$ cat config.mk
export PLATFORM = sky130hd
export DESIGN_NAME = sha256_message_hash
export DESIGN_NICKNAME = d
export VERILOG_FILES = /design/src/design/shamh_pkg.sv /design/src/design/shamh_sched.sv /design/src/design/shamh_round.sv /design/src/design/sha256_message_hash.sv
export VERILOG_INCLUDE_DIRS = /design/src /design/src/design
export SDC_FILE = /design/constraint.sdc
export NUM_CORES = 2
export LEC_CHECK = 0
export ABC_CLOCK_PERIOD_IN_PS = 23600
export BUFFER_PORTS_ARGS = -buffer_cell sky130_fd_sc_hd__buf_4
export CAP_MARGIN = 20
export CELL_PAD_IN_SITES_DETAIL_PLACEMENT = 0
export CELL_PAD_IN_SITES_GLOBAL_PLACEMENT = 1
export CORE_MARGIN = 3
export CORE_UTILIZATION = 50
export DETAILED_ROUTE_END_ITERATION = 7
export GPL_ROUTABILITY_DRIVEN = 1
export GPL_TIMING_DRIVEN = 0
export PLACE_DENSITY_LB_ADDON = 0.2
export RECOVER_POWER = 100
export SYNTH_ARGS = -nofsm -noshare
export SYNTH_HDL_FRONTEND = slang
export SYNTH_SLANG_ARGS = --single-unit
$ cat constraint.sdc
create_clock -name aclk -period 23.6 [get_ports aclk]
set_input_delay 5.9 -clock aclk [delete_from_list [all_inputs] [get_ports aclk]]
set_output_delay 5.9 -clock aclk [all_outputs]
set_load 0.01 [all_outputs]
$ cat src/design/sha256_message_hash_defines.svh
// Assertion macros for the SHA-256 message hasher.
// Included by modules that carry concurrent checks; no other dependencies.
`ifndef SHA256_MESSAGE_HASH_DEFINES_SVH
`define SHA256_MESSAGE_HASH_DEFINES_SVH
`ifndef SYNTHESIS
// Same-cycle implication, disabled while reset is asserted
`define SHAMH_ASSERT_IMPL(label, clk, rstn, ante, cons) \
    label: assert property (@(posedge clk) disable iff (!(rstn)) (ante) |-> (cons)) \
        else $error("shamh check failed");
// Next-cycle implication, disabled while reset is asserted
`define SHAMH_ASSERT_NEXT(label, clk, rstn, ante, cons) \
    label: assert property (@(posedge clk) disable iff (!(rstn)) (ante) |=> (cons)) \
        else $error("shamh check failed");
`else
`define SHAMH_ASSERT_IMPL(label, clk, rstn, ante, cons)
`define SHAMH_ASSERT_NEXT(label, clk, rstn, ante, cons)
`endif
`endif

$ cat src/design/shamh_pkg.sv
// Shared types and constants for the SHA-256 message hasher.
// No dependencies; imported by the schedule, round and top modules.
package shamh_pkg;

    typedef logic [31:0]      word_t;
    typedef logic [7:0][31:0] word8_t;

    // Control from the sequencer to the datapath units
    typedef struct packed {
        logic byte_shift;  // shift one byte into the block window
        logic work_load;   // load working variables from the hash state
        logic round_step;  // run one compression round
    } unit_ctrl_t;

    localparam word_t ROUND_K [64] = '{
        32'h428a2f98, 32'h71374491, 32'hb5c0fbcf, 32'he9b5dba5,
        32'h3956c25b, 32'h59f111f1, 32'h923f82a4, 32'hab1c5ed5,
        32'hd807aa98, 32'h12835b01, 32'h243185be, 32'h550c7dc3,
        32'h72be5d74, 32'h80deb1fe, 32'h9bdc06a7, 32'hc19bf174,
        32'he49b69c1, 32'hefbe4786, 32'h0fc19dc6, 32'h240ca1cc,
        32'h2de92c6f, 32'h4a7484aa, 32'h5cb0a9dc, 32'h76f988da,
        32'h983e5152, 32'ha831c66d, 32'hb00327c8, 32'hbf597fc7,
        32'hc6e00bf3, 32'hd5a79147, 32'h06ca6351, 32'h14292967,
        32'h27b70a85, 32'h2e1b2138, 32'h4d2c6dfc, 32'h53380d13,
        32'h650a7354, 32'h766a0abb, 32'h81c2c92e, 32'h92722c85,
        32'ha2bfe8a1, 32'ha81a664b, 32'hc24b8b70, 32'hc76c51a3,
        32'hd192e819, 32'hd6990624, 32'hf40e3585, 32'h106aa070,
        32'h19a4c116, 32'h1e376c08, 32'h2748774c, 32'h34b0bcb5,
        32'h391c0cb3, 32'h4ed8aa4a, 32'h5b9cca4f, 32'h682e6ff3,
        32'h748f82ee, 32'h78a5636f, 32'h84c87814, 32'h8cc70208,
        32'h90befffa, 32'ha4506ceb, 32'hbef9a3f7, 32'hc67178f2
    };

    // Initial hash values; element 0 is H0
    localparam word8_t HASH_IV = {
        32'h5be0cd19, 32'h1f83d9ab, 32'h9b05688c, 32'h510e527f,
        32'ha54ff53a, 32'h3c6ef372, 32'hbb67ae85, 32'h6a09e667
    };

    localparam logic [7:0] PAD_MARK = 8'h80;
    localparam logic [5:0] LEN_POS  = 6'd56;

endpackage

$ cat src/design/shamh_sched.sv
// Block window and rolling message schedule for the SHA-256 hasher.
// Depends on shamh_pkg; bytes shift in, then the window rolls one word per round.
module shamh_sched import shamh_pkg::*; (
    input  logic       aclk,
    input  unit_ctrl_t ctrl,
    input  logic [7:0] byte_in,
    output word_t      w_out
);

    word_t win_reg [16];
    word_t w_new;

    function automatic word_t rotr(input word_t x, input int unsigned n);
        rotr = (x >> n) | (x << (32 - n));
    endfunction

    function automatic word_t ssig0(input word_t x);
        ssig0 = rotr(x, 7) ^ rotr(x, 18) ^ (x >> 3);
    endfunction

    function automatic word_t ssig1(input word_t x);
        ssig1 = rotr(x, 17) ^ rotr(x, 19) ^ (x >> 10);
    endfunction

    // Next schedule word from the current window W[t..t+15]
    assign w_new = ssig1(win_reg[14]) + win_reg[9] + ssig0(win_reg[1]) + win_reg[0];
    assign w_out = win_reg[0];

    // Shift bytes in big-endian, or roll the window by one word
    always_ff @(posedge aclk) begin
        if (ctrl.byte_shift) begin
            for (int i = 0; i < 15; i++) begin
                win_reg[i] <= {win_reg[i][23:0], win_reg[i+1][31:24]};
            end
            win_reg[15] <= {win_reg[15][23:0], byte_in};
        end else if (ctrl.round_step) begin
            for (int i = 0; i < 15; i++) begin
                win_reg[i] <= win_reg[i+1];
            end
            win_reg[15] <= w_new;
        end
    end

endmodule

$ cat src/design/shamh_round.sv
// Shared compression round unit for the SHA-256 hasher.
// Depends on shamh_pkg; holds the working variables a..h.
module shamh_round import shamh_pkg::*; (
    input  logic       aclk,
    input  unit_ctrl_t ctrl,
    input  word8_t     hash_in,
    input  word_t      k_in,
    input  word_t      w_in,
    output word8_t     work_out
);

    word8_t work_reg;
    word_t  t1;
    word_t  t2;

    function automatic word_t rotr(input word_t x, input int unsigned n);
        rotr = (x >> n) | (x << (32 - n));
    endfunction

    function automatic word_t bsig0(input word_t x);
        bsig0 = rotr(x, 2) ^ rotr(x, 13) ^ rotr(x, 22);
    endfunction

    function automatic word_t bsig1(input word_t x);
        bsig1 = rotr(x, 6) ^ rotr(x, 11) ^ rotr(x, 25);
    endfunction

    // Round sums: a is element 0, h is element 7
    assign t1 = work_reg[7] + bsig1(work_reg[4])
              + ((work_reg[4] & work_reg[5]) ^ (~work_reg[4] & work_reg[6]))
              + k_in + w_in;
    assign t2 = bsig0(work_reg[0])
              + ((work_reg[0] & work_reg[1]) ^ (work_reg[0] & work_reg[2])
                 ^ (work_reg[1] & work_reg[2]));

    assign work_out = work_reg;

    // Load from hash state or advance one round
    always_ff @(posedge aclk) begin
        if (ctrl.work_load) begin
            work_reg <= hash_in;
        end else if (ctrl.round_step) begin
            work_reg[7] <= work_reg[6];
            work_reg[6] <= work_reg[5];
            work_reg[5] <= work_reg[4];
            work_reg[4] <= work_reg[3] + t1;
            work_reg[3] <= work_reg[2];
            work_reg[2] <= work_reg[1];
            work_reg[1] <= work_reg[0];
            work_reg[0] <= t1 + t2;
        end
    end

endmodule

$ cat src/design/sha256_message_hash.sv
// Top level of the SHA-256 message hasher: sequencer, hash state, digest buffer.
// Depends on shamh_pkg, shamh_sched, shamh_round and the assertion macro header.
//
//  channel | ports                                          | direction
//  --------+------------------------------------------------+----------
//  request | s_valid s_ready s_data_byte s_byte_valid s_last | in
//  digest  | m_valid m_ready m_digest_word m_word_index     | out
//          | m_last_word                                    |
//
// Message bytes are accepted in S_IDLE; the 64th byte of a block starts the compression
// rounds (S_ROUND), followed by the hash update (S_UPDATE).
// A last request pads one byte per cycle to the block end, then compresses it; a second
// final block is padded and compressed when the length does not fit. S_DONE loads the buffer.
// Reset (aresetn low, synchronous) restores the initial hash and an empty message.
// s_ready is high only in S_IDLE; a stalled digest holds the next digest load and new input.
`include "sha256_message_hash_defines.svh"
module sha256_message_hash import shamh_pkg::*; (
    input  logic        aclk,
    input  logic        aresetn,
    input  logic        s_valid,
    output logic        s_ready,
    input  logic [7:0]  s_data_byte,
    input  logic        s_byte_valid,
    input  logic        s_last,
    output logic        m_valid,
    input  logic        m_ready,
    output logic [31:0] m_digest_word,
    output logic [2:0]  m_word_index,
    output logic        m_last_word
);

    typedef enum logic [4:0] {
        S_IDLE   = 5'b00001,
        S_ROUND  = 5'b00010,
        S_UPDATE = 5'b00100,
        S_PAD    = 5'b01000,
        S_DONE   = 5'b10000
    } state_t;

    state_t      state_reg, state_next;
    word8_t      hash_reg, hash_next;
    logic [60:0] count_reg, count_next;
    logic [5:0]  fill_reg, fill_next;
    logic [5:0]  rnd_reg, rnd_next;
    logic        pad_pend_reg, pad_pend_next;
    logic        pad_first_reg, pad_first_next;
    logic        len_ok_reg, len_ok_next;
    logic        final_reg, final_next;
    word8_t      obuf_reg;
    logic        ovalid_reg;
    logic [2:0]  oidx_reg;
    logic        obuf_load;

    unit_ctrl_t  ctrl;
    logic [7:0]  shift_byte;
    logic [7:0]  pad_byte;
    logic [63:0] len_bits;
    logic        s_acc;
    logic        m_acc;
    word_t       w_cur;
    word8_t      work;

    assign s_ready = (state_reg == S_IDLE);
    assign s_acc   = s_valid & s_ready;
    assign m_acc   = ovalid_reg & m_ready;

    // Padding byte: marker, then zeros, then the big-endian bit length
    assign len_bits = {count_reg, 3'b000};
    always_comb begin
        if (pad_first_reg) begin
            pad_byte = PAD_MARK;
        end else if (len_ok_reg && (fill_reg >= LEN_POS)) begin
            pad_byte = len_bits[{3'(3'd7 - fill_reg[2:0]), 3'b000} +: 8];
        end else begin
            pad_byte = 8'h00;
        end
    end

    assign shift_byte = (state_reg == S_PAD) ? pad_byte : s_data_byte;

    shamh_sched u_sched (
        .aclk    (aclk),
        .ctrl    (ctrl),
        .byte_in (shift_byte),
        .w_out   (w_cur)
    );

    shamh_round u_round (
        .aclk     (aclk),
        .ctrl     (ctrl),
        .hash_in  (hash_reg),
        .k_in     (ROUND_K[rnd_reg]),
        .w_in     (w_cur),
        .work_out (work)
    );

    // Sequencer
    always_comb begin
        state_next     = state_reg;
        hash_next      = hash_reg;
        count_next     = count_reg;
        fill_next      = fill_reg;
        rnd_next       = rnd_reg;
        pad_pend_next  = pad_pend_reg;
        pad_first_next = pad_first_reg;
        len_ok_next    = len_ok_reg;
        final_next     = final_reg;
        ctrl           = '0;
        obuf_load      = 1'b0;
        case (state_reg)
            S_IDLE: begin
                if (s_acc) begin
                    if (s_byte_valid) begin
                        ctrl.byte_shift = 1'b1;
                        fill_next       = fill_reg + 6'd1;
                        count_next      = count_reg + 61'd1;
                    end
                    if (s_last) begin
                        pad_pend_next  = 1'b1;
                        pad_first_next = 1'b1;
                        len_ok_next    = 1'b0;
                    end
                    if (s_byte_valid && (fill_reg == 6'd63)) begin
                        ctrl.work_load = 1'b1;
                        state_next     = S_ROUND;
                    end else if (s_last) begin
                        state_next = S_PAD;
                    end
                end
            end
            S_ROUND: begin
                ctrl.round_step = 1'b1;
                rnd_next        = rnd_reg + 6'd1;
                if (rnd_reg == 6'd63) begin
                    state_next = S_UPDATE;
                end
            end
            S_UPDATE: begin
                for (int i = 0; i < 8; i++) begin
                    hash_next[i] = hash_reg[i] + work[i];
                end
                if (pad_pend_reg) begin
                    state_next = S_PAD;
                end else if (final_reg) begin
                    state_next = S_DONE;
                end else begin
                    state_next = S_IDLE;
                end
            end
            S_PAD: begin
                ctrl.byte_shift = 1'b1;
                fill_next       = fill_reg + 6'd1;
                pad_first_next  = 1'b0;
                if ((pad_first_reg && (fill_reg < LEN_POS)) || (fill_reg == 6'd63)) begin
                    len_ok_next = 1'b1;
                end
                if (fill_reg == 6'd63) begin
                    ctrl.work_load = 1'b1;
                    state_next     = S_ROUND;
                    if (len_ok_reg) begin
                        pad_pend_next = 1'b0;
                        final_next    = 1'b1;
                    end
                end
            end
            S_DONE: begin
                // Hand the digest to the output buffer once it has drained
                if (!ovalid_reg) begin
                    obuf_load   = 1'b1;
                    hash_next   = HASH_IV;
                    count_next  = '0;
                    final_next  = 1'b0;
                    len_ok_next = 1'b0;
                    state_next  = S_IDLE;
                end
            end
            default: begin
                state_next = S_IDLE;
            end
        endcase
    end

    // Control and hash state
    always_ff @(posedge aclk) begin
        if (!aresetn) begin
            state_reg     <= S_IDLE;
            hash_reg      <= HASH_IV;
            count_reg     <= '0;
            fill_reg      <= '0;
            rnd_reg       <= '0;
            pad_pend_reg  <= 1'b0;
            pad_first_reg <= 1'b0;
            len_ok_reg    <= 1'b0;
            final_reg     <= 1'b0;
        end else begin
            state_reg     <= state_next;
            hash_reg      <= hash_next;
            count_reg     <= count_next;
            fill_reg      <= fill_next;
            rnd_reg       <= rnd_next;
            pad_pend_reg  <= pad_pend_next;
            pad_first_reg <= pad_first_next;
            len_ok_reg    <= len_ok_next;
            final_reg     <= final_next;
        end
    end

    // Digest buffer: load eight words, drain one per accepted request
    always_ff @(posedge aclk) begin
        if (!aresetn) begin
            ovalid_reg <= 1'b0;
            oidx_reg   <= '0;
        end else if (obuf_load) begin
            ovalid_reg <= 1'b1;
            oidx_reg   <= '0;
        end else if (m_acc) begin
            oidx_reg <= oidx_reg + 3'd1;
            if (oidx_reg == 3'd7) begin
                ovalid_reg <= 1'b0;
            end
        end
    end

    always_ff @(posedge aclk) begin
        if (obuf_load) begin
            obuf_reg <= hash_reg;
        end else if (m_acc) begin
            for (int i = 0; i < 7; i++) begin
                obuf_reg[i] <= obuf_reg[i+1];
            end
        end
    end

    assign m_valid       = ovalid_reg;
    assign m_digest_word = obuf_reg[0];
    assign m_word_index  = oidx_reg;
    assign m_last_word   = (oidx_reg == 3'd7);

    // Round counter runs only inside a compression
    `SHAMH_ASSERT_IMPL(a_rnd_idle, aclk, aresetn, rnd_reg != 6'd0, state_reg == S_ROUND)
    // The eighth word empties the buffer
    `SHAMH_ASSERT_NEXT(a_drain, aclk, aresetn, m_acc && m_last_word, !m_valid)
    // A digest load starts at word zero and restores the initial hash
    `SHAMH_ASSERT_NEXT(a_load, aclk, aresetn, obuf_load,
        m_valid && (m_word_index == 3'd0) && (hash_reg == HASH_IV) && (count_reg == 61'd0))
    // The buffer is never overwritten while words remain
    `SHAMH_ASSERT_IMPL(a_no_clobber, aclk, aresetn, obuf_load, !ovalid_reg)

endmodule
==> impl_metrics.py <==
metrics = {
    "run_status": {
        "status": "finished, violations left",
        "violations": "capacitance limit, slew limit",
    },
    "logic_synthesis": {
        "ys_dominant_reg_cell": "edfxtp_1",
        "syn_nets": 9828,
        "synth_area_per_cell_sq_um": 9.02,
        "synth_edf_count": 1024,
        "synth-async-reset-ratio_pct": 0,
        "synth_warnings": 0,
        "ys_types": 94,
        "mappedNetlistArea_sq_um": 83100,
        "ys_ff_latch": 1366,
        "syn_inst": 9218,
        "ys_seq_area_share_pct": 45.2,
    },
    "floorplanning": {
        "ios": 52,
        "die_x_microns": 414,
        "fp.dieH_microns": 414,
        "design.core.area_sq_um": 165000,
        "row_count": 149,
        "dieArea_sq_um": 171000,
        "initial_core_util_pct": 50.4,
    },
    "timing": {
        "fin_crit_sh_pct": 68.2,
        "setup_viol": 0,
        "worst_pin_slew_ns": 4.01,
        "whs_ns": 0.470,
        "slew_headroom_pct": -167,
        "period_needed_ns": 16.10,
        "hold_violations": 0,
        "final.setup_skew_ns": 0.0317,
        "rsz0062_at_grt": "no",
        "maxSlewViolCount": 968,
        "max_freq_ghz": 0.0621,
    },
    "worst_setup_path": {
        "crit_required_ns": 24.08,
        "critical-path-top-delay-family": "buffers and inverters",
        "r2r_setup_slack_ns": 11.29,
        "slowest_delay_ns": 2.84,
        "crit_start": "s_byte_valid",
        "crit_type": "input pin to flop",
        "worstSetupEndpointType": "flop",
        "rr_endpoint": "m_digest_word[17]",
        "reg2reg_from": "state_reg[1]",
        "critical_path.slowest_cell": "clkbuf_1",
        "reg2reg_depth": 11,
        "startpoint_type": "input pin",
        "cp_common_cell": "clkbuf_1",
        "cp_max_fo": 60,
        "crit_chain": "clkbuf_1 > nand3_1 > nand2_1 > clkbuf_1 > nand2_1 > clkbuf_1 > clkbuf_1 > nand2_1 > clkbuf_1 > clkbuf_1 > buf_16",
        "cp.depth": 11,
        "cp_data_arrival_time_ns": 16.59,
        "cp_num_buf_inv": 7,
        "crit_end": "u_round.work_out[22]",
    },
    "grt": {
        "antenna_found_initial": 22,
        "grt_usage_pct": 37.6,
        "first_global_vias": 66100,
        "grt_pass1_wl_mm": 462,
        "grt_max_degree": 73,
        "grt.overflow.total": 0,
    },
    "cts": {
        "clk_pin_slew_worst_paths_ns": 0.06,
        "clk_latency_ns": 0.84,
        "cts-buffers-inserted": 158,
        "cts_tree": "done",
        "cts_buffer_depth": 3,
        "cts_resized": 0,
        "clockRootBuffer": "clkbuf_16",
        "cts_sinks": 1366,
        "cts_setup_buffers": 0,
        "cts.htree.levels": 4,
        "ctsHoldBuffers": 0,
    },
    "place": {
        "place_congestion": 1.02,
        "numPortBuffers": 51,
        "dp_cells": 11500,
        "dp.final_hpwl_mm": 252,
    },
    "power": {
        "power_leakage_nw": 37.2,
        "vdd_drop_max_v": 0.000176,
        "power.density_nw_per_um2": 131,
    },
    "layout": {
        "fin_util_pct": 55.7,
        "largest_register_ffs": 512,
        "area_growth_pct": 10.6,
        "final_layout_size_suffix_gt1_share_pct": 4.44,
        "nets": 10100,
        "layoutNonFillerInstCount": 11800,
    },
    "flow_run": {
        "maxCapViolCount": 25,
    },
    "routing": {
        "dr.pass1.iters": 6,
        "final_antenna_net_count": 0,
        "drcViolationCount": 0,
        "drt_iter0_drc": 9386,
        "routed_wl_mm": 327,
        "post_drt_wl_per_cell_microns": 27.6,
        "vias_per_cell": 5.97,
        "vias": 70600,
    },
    "min_path": {
        "hold_path_class": "flop to flop",
    },
}
## cells in the mapped netlist (39+ instances only)
cell type | instances | share of area (%)
a211oi_1 | 42 | 0.38
inv_1 | 313 | 1.4
dfxtp_1 | 342 | 8.2
and3_1 | 44 | 0.33
ha_1 | 399 | 6.0
and2_1 | 42 | 0.32
a21oi_1 | 424 | 2.6
nor3_1 | 119 | 0.72
fa_1 | 197 | 4.7
edfxtp_1 | 1024 | 37
xnor2_1 | 384 | 4.0
o31ai_1 | 43 | 0.39
clkbuf_1 | 469 | 2.1
nand3_1 | 156 | 0.94
mux2i_1 | 41 | 0.49
nand2b_1 | 65 | 0.49
a21boi_0 | 68 | 0.61
nand2_1 | 3037 | 14
a31oi_1 | 39 | 0.29
or3_1 | 46 | 0.35
o21ai_0 | 443 | 2.7
nor2_1 | 404 | 1.8
xor2_1 | 219 | 2.3
nor2b_1 | 86 | 0.65
a21o_1 | 165 | 1.5
o21a_1 | 58 | 0.52
## report_power, final
part	total [mW]	leakage [nW]	switching (mW)	internal, mW
Sequential	3.47	11.9	0.210	3.26
Combinational	6.11	22.8	3.85	2.27
Clock	2.47	2.48	1.07	1.40
## cell families after synthesis
family / count (synthesis) / share of synthesized area (%)
adder cells (fa/ha/maj): 618 / 11.0
XOR/XNOR: 603 / 6.35
AO/OA/AOI/OAI: 1584 / 11.9
multiplexers: 63 / 0.981
flip-flops: 1366 / 45.2
AND/OR/NAND/NOR: 4128 / 20.5
buffers and inverters: 856 / 4.02
## layer usage
metal,share of wire [%],wire length (microns),GRT usage [%]
met5,0.022,71,0
met4,5.4,17800,18.2
met3,11,37300,8.59
met2,42,137000,54.9
met1,41,134000,52.7
## worst reg2reg max path, stage by stage (launching register included)
cell and delay, ns:
dfxtp_1 0.35, or3_1 0.44, nor3b_1 0.85, clkbuf_1 0.76, nand2b_1 0.10, clkbuf_1 0.20, clkbuf_2 0.51, clkbuf_1 0.66
clkbuf_1 0.53, nand2_1 1.49, clkbuf_1 2.91, clkbuf_1 2.95
## through the flow
stage	setup TNS, ns	setup WS (ns)	total power [mW]	cell area, sq um
floorplan	0	4.91	7.72	83100
global placement	-522.53	-1.08	9.56	86300
detailed placement	0	12.61	9.42	87500
CTS	0	12.70	11.9	92600
global route	0	6.88	12.8	91900
finish	0	7.50	12.1	92000
## how the worst min path moves through the flow
| stage | from | to | cells past startpoint |
|---|---|---|---|
| final | final_reg | final_reg | 2 |
| after global routing | hash_reg[255] | obuf_reg[255] | 0 |
| after CTS | final_reg | final_reg | 2 |
| after detailed placement | hash_reg[255] | obuf_reg[255] | 0 |
| after global placement | hash_reg[255] | obuf_reg[255] | 0 |
| after floorplan | hash_reg[255] | obuf_reg[255] | 0 |
## layout by cell type (no fill, tap or decap), types with 36 or more instances in the layout
cell | Yosys | routed
a211oi_1 | 42 | 42
a21boi_0 | 68 | 69
a21o_1 | 165 | 165
a21oi_1 | 424 | 423
a31oi_1 | 39 | 38
and3_1 | 44 | 44
buf_4 | 32 | 47
clkbuf_1 | 469 | 559
clkbuf_16 | 0 | 162
dfxtp_1 | 342 | 342
edfxtp_1 | 1024 | 1024
fa_1 | 197 | 197
ha_1 | 399 | 399
inv_1 | 313 | 313
mux2i_1 | 41 | 41
nand2_1 | 3037 | 3038
nand2b_1 | 65 | 65
nand3_1 | 156 | 157
nand4_1 | 35 | 36
nor2_1 | 404 | 408
nor2b_1 | 86 | 86
nor3_1 | 119 | 118
o21a_1 | 58 | 58
o21ai_0 | 443 | 440
o21bai_1 | 38 | 38
o31ai_1 | 43 | 43
or3_1 | 46 | 47
xnor2_1 | 384 | 384
xor2_1 | 219 | 219
## area by class of cell
class | instances | area (sq um)
diodes | 16 | 40.0
plain buffers | 540 | 2140
clock buffers | 216 | 4360
clock inverters | 80 | 746
fillers | 15200 | 73000
inverters | 316 | 1190
multi-input cells | 6996 | 42200
flip-flops and latches | 1366 | 37600
well taps | 2189 | 2740
repair buffers | 115 | 1010
Note: power is estimated with default switching activity, not from simulation.
